===== src/hdl/scba_pkg.sv =====
`default_nettype none

package scba_pkg;

  // Default geometry of the pool.
  localparam int unsigned SliceBytesLog2Def = 12;
  localparam int unsigned SliceCountDef     = 16;
  localparam int unsigned ClassCountDef     = 13;
  localparam int unsigned MinBlockBytesDef  = 8;

  typedef enum logic [1:0] {
    ST_OK       = 2'd0,
    ST_OOM      = 2'd1,
    ST_BAD_FREE = 2'd2
  } status_e;

  typedef enum logic {
    OP_ALLOC = 1'b0,
    OP_FREE  = 1'b1
  } op_e;

  // Commands from the controller to the datapath.
  typedef struct packed {
    logic load;
    logic pop_start;
    logic pop_finish;
    logic cut;
    logic claim;
    logic next_class;
    logic set_oom;
    logic free_push;
    logic free_bad;
    logic emit;
  } cmd_t;

  // Status from the datapath to the controller.
  typedef struct packed {
    logic past_top;
    logic head_valid;
    logic can_cut;
    logic can_claim;
    logic free_ok;
    logic out_free;
  } stat_t;

endpackage

`default_nettype wire


===== src/hdl/scba_ctrl.sv =====
`default_nettype none

module scba_ctrl (
  input  logic           clk_i,
  input  logic           rst_ni,
  input  logic           req_valid_i,
  input  logic           req_op_i,
  output logic           req_ready_o,
  input  scba_pkg::stat_t stat_i,
  output scba_pkg::cmd_t  cmd_o
);
  import scba_pkg::*;

  localparam logic [2:0] S_IDLE  = 3'd0;
  localparam logic [2:0] S_ALLOC = 3'd1;
  localparam logic [2:0] S_POP   = 3'd2;
  localparam logic [2:0] S_FREE  = 3'd3;
  localparam logic [2:0] S_RESP  = 3'd4;

  logic [2:0] state_q, state_d;

  assign req_ready_o = (state_q == S_IDLE);

  // Next state and command decode.
  always_comb begin
    state_d = state_q;
    cmd_o   = '0;
    unique case (state_q)
      S_IDLE: begin
        if (req_valid_i) begin
          cmd_o.load = 1'b1;
          state_d    = (req_op_i == OP_FREE) ? S_FREE : S_ALLOC;
        end
      end
      S_ALLOC: begin
        if (stat_i.past_top) begin
          cmd_o.set_oom = 1'b1;
          state_d       = S_RESP;
        end else if (stat_i.head_valid) begin
          cmd_o.pop_start = 1'b1;
          state_d         = S_POP;
        end else if (stat_i.can_cut) begin
          cmd_o.cut = 1'b1;
          state_d   = S_RESP;
        end else if (stat_i.can_claim) begin
          cmd_o.claim = 1'b1;
          state_d     = S_RESP;
        end else begin
          cmd_o.next_class = 1'b1;
        end
      end
      S_POP: begin
        cmd_o.pop_finish = 1'b1;
        state_d          = S_RESP;
      end
      S_FREE: begin
        if (stat_i.free_ok) begin
          cmd_o.free_push = 1'b1;
        end else begin
          cmd_o.free_bad = 1'b1;
        end
        state_d = S_RESP;
      end
      S_RESP: begin
        if (stat_i.out_free) begin
          cmd_o.emit = 1'b1;
          state_d    = S_IDLE;
        end
      end
      default: state_d = S_IDLE;
    endcase
  end

  always_ff @(posedge clk_i or negedge rst_ni) begin
    if (!rst_ni) begin
      state_q <= S_IDLE;
    end else begin
      state_q <= state_d;
    end
  end

endmodule

`default_nettype wire


===== config.mk =====
export PLATFORM = sky130hd
export DESIGN_NAME = scba_ctrl
export DESIGN_NICKNAME = d
export VERILOG_FILES = /design/src/hdl/scba_pkg.sv /design/src/hdl/scba_ctrl.sv
export SDC_FILE = /design/constraint.sdc
export NUM_CORES = 1
export LEC_CHECK = 0
export BUFFER_PORTS_ARGS = -buffer_cell sky130_fd_sc_hd__buf_2
export CAP_MARGIN = 20
export CORE_AREA = 4 4 41 43
export DETAILED_ROUTE_END_ITERATION = 10
export DIE_AREA = 0 0 45 47
export PLACE_DENSITY = 0.58
export SETUP_SLACK_MARGIN = 0.05
export SYNTH_ARGS = -nofsm -noshare
export SYNTH_HDL_FRONTEND = slang
export SYNTH_SLANG_ARGS = --single-unit

===== constraint.sdc =====
create_clock -name clk_i -period 1.6 [get_ports clk_i]
set_input_delay 0.32 -clock clk_i [delete_from_list [all_inputs] [get_ports clk_i]]
set_output_delay 0.32 -clock clk_i [all_outputs]
set_load 0.005 [all_outputs]

; After elaboration in Yosys (flattened, before gate mapping)
; Cells that the tools add are included.
[totals]
elab_cells = 38
out_inout_bits = 11
register_bits = 3
inputBits = 10
[classes]
eq_ne = 7
muxes = 27
reduce_logical = 3
[op_table]
columns = operator, n
row1 = 3-bit two-way mux, 8
row2 = 1-bit two-way mux, 14
row3 = 3-bit case mux with 4 select lines, 1
row4 = "3-bit by 2-bit equality test with 1-bit output, second input constant", 2
row5 = 2-bit two-way mux, 3
row6 = "5-bit inequality test, second input constant", 1
row7 = 4-bit two-way mux, 1
row8 = "2-bit inequality test, second input constant", 2
row9 = "3-bit by 1-bit equality test with 1-bit output, second input constant", 1
row10 = "3-bit equality test, second input constant", 1
row11 = 3-bit logical NOT, 1
row12 = 3-bit AND reduction, 1
row13 = 2-bit OR reduction, 1

; Logic depth before layout (Yosys ltp)
[logic_depth]
ltp_word = 5
mapped_depth = 4

; Worst setup path after synthesis
; Ideal clock, no wire load.
[synth_timing]
kind = register to output
startpoint = register state_q[2]
endpoint = output port cmd_o[5] (netlist bit)
arrival_ps = 1354
setup_slack_ps = -74
path_stages_with_launch = 4
path_cell_list = dfrtp_1 -> buf_6 -> or4b_4 -> nor4b_1
[synth_rtl]
columns = item, line
row1 = start: declaration, scba_ctrl.sv:20  ; logic [2:0] state_q, state_d;
row2 = start signal: assignment, scba_ctrl.sv:78  ; state_q <= state_d;
row3 = end: declaration, scba_ctrl.sv:10  ; output scba_pkg::cmd_t cmd_o

==> qor.yml <==
drt_first_pass_iters: 2
crit_chain: "or4b_4 -> nor4b_4 -> buf_2"
hold_viol_final: 0
yosysSeqAreaShare_pct: 28.0
cts_made_buffers: 3
cts.path.max_buffers: 2
violations: "negative setup slack"
vias_per_cell: 4.52
synth_edf_count: 0
wirelength_um: 838
critPathTopFamily: "simple AND/OR/NAND/NOR gates"
detail_route.wl_per_cell_um: 11.8
reg2regPathDepth: 4
syn_inst: 29
cts_tree: "built"
synth_fp_nets: 39
path_buf_inv: 1
place.gp.congestion: 0.690
antenna_found_initial: 0
root_buffer: "clkbuf_4"
grt_usage_pct: 9.11
fp.dieH_um: 47
path_max_fanout: 4
area_growth_pct: 85.5
timing.hold.ws_ns: 0.277
insertion_delay_ns: 0.24
slowest_delay_ns: 0.58
tns_ns: -0.923
min_period_ns: 1.90
r2r_setup_slack_ns: 0.12
power_density_nw_per_um2: 1220
largest-register: "state_q"
fin_ws_ns: -0.300
grt_overflow: 0
peakVddDrop_v: 0.000451
io_pins: 21
slew_viol_final: 0
synthesis.area_sq_um: 268
cp.arrival_ns: 1.58
clk_pin_slew_ns: 0.04
drc: 0
hold_path.class: "in -> reg"
ys_warn_count: 0
slew_headroom_pct: 86.6
detail_route.iter0.violations: 1
cp-end-kind: "output port"
synth.distinct_cells: 22
antennaDiodeCount: 0
grt_max_degree: 10
largest_reg_flops: 3
p_leak_uw: 0.000253
finClkSkew_ns: 0.00162
fp.dieArea_sq_um: 2120
start_kind: "flip-flop"
rsz0062_at_grt: "true"
fmax_mhz: 526
min_path_cells: 2
setup_viol_count_final: 4
core_area_sq_um: 1300
cts_max_level: 1
drive_gt1_share_pct: 66.1
via_count: 321
crit_type: "reg -> out"
fillCellCount: 147
worst_pin_slew_ns: 0.200
die_x_um: 45
core.rowCount: 13
clock-sinks: 3
final_net_count: 67
finalCritPeriodShare_pct: 119
grt_first_pass_wirelength_um: 1310
initial_core_util_pct: 20.6
slowest_stage: "or4b_4"
reg.largest.list: "state_q x3"
syn_avg_cell_area_sq_um: 9.23
synth_ff_type: "dfrtp_1"
fin_util_pct: 38.2
synth-async-reset-ratio_pct: 100
numPortBuffers: 20
drv_cap: 0
ys_seq_elements: 3
dp_hpwl_um: 666
outcome: "complete, but fails checks"
antenna_left: 0
grt_pass1_vias: 326
required_ns: 1.28
path_depth: 3
## cell usage after synthesis, types with 2 or more instances
cell type,number,area [sq um]
nand2_1,2,7.51
nor3_1,2,10.0
nor3b_1,2,15.0
dfrtp_1,3,75.1
nor2_1,2,7.51
nand3b_1,2,15.0
## worst paths after layout
check / to / from
min in group asynchronous: state_q[1] / rst_ni
min reg2reg: state_q[1] / state_q[2]
max: cmd_o[5] / state_q[1]
max reg2reg: state_q[2] / state_q[1]
min: state_q[2] / stat_i[0]
max in group asynchronous: state_q[0] / rst_ni
## through the flow
step	cells	worst slack, ns	area, sq um	power, uW
2_1_floorplan	29	0.00112	288	289
3_3_place_gp	66	-0.0829	423	391
3_5_place_dp	66	-0.114	423	391
4_1_cts	71	-0.312	477	576
5_1_grt	71	-0.370	497	659
6_report	71	-0.300	497	606
## cell families after synthesis
group	share of synthesized area, %
buf+inv	9.34
simple gates	54.7
compound gates	7.94
flops	28.0
## where the power goes
group	leakage (uW)	switching (uW)	total (uW)	internal, uW
sequential	0.0000390	21.8	124	102
combinational	0.000199	159	346	187
clock	0.0000150	42.2	136	93.7
## worst reg2reg max path, stage by stage (launching register included)
cell	delay [ns]
dfrtp_1	0.39
or4b_4	0.58
nor4_4	0.16
buf_4	0.16
o32ai_2	0.08
## cells in the final DEF (no fill, tap or decap), types with 2 or more instances in the layout
master / synthesis / layout
nand3b_1: 2 / 2
buf_2: 1 / 19
buf_6: 1 / 3
clkbuf_4: 0 / 3
dfrtp_1: 3 / 3
buf_4: 0 / 3
nand2_1: 2 / 2
## timing repair
| item | in CTS | in global routing |
|---|---|---|
| setup buffers | 0 | 3 |
| resized for setup | 4 | 5 |
| endpoints found under the setup margin | 5 | 7 |
| hold endpoints to repair | 3 | 0 |
| pin swaps | 2 | 3 |
| hold buffers | 1 | 0 |
## layer usage
| metal | share of wire [%] | track usage [%] |
|---|---|---|
| met1 | 41 | 11.0 |
| met2 | 48 | 12.7 |
| met3 | 8.8 | 2.68 |
| met4 | 2.5 | 8.77 |
| met5 | 0 | 0 |
## area by class of cell
class | instances | area (sq um) | share of cell area [%]
Clock buffer | 4 | 26.3 | 5.29
Tap cell | 15 | 18.8 | 3.78
Multi-Input combinational cell | 22 | 211 | 42.6
Timing Repair Buffer | 26 | 161 | 32.5
Sequential cell | 3 | 75.1 | 15.1
Inverter | 1 | 3.75 | 0.756
(Power assumes the default switching activity.)
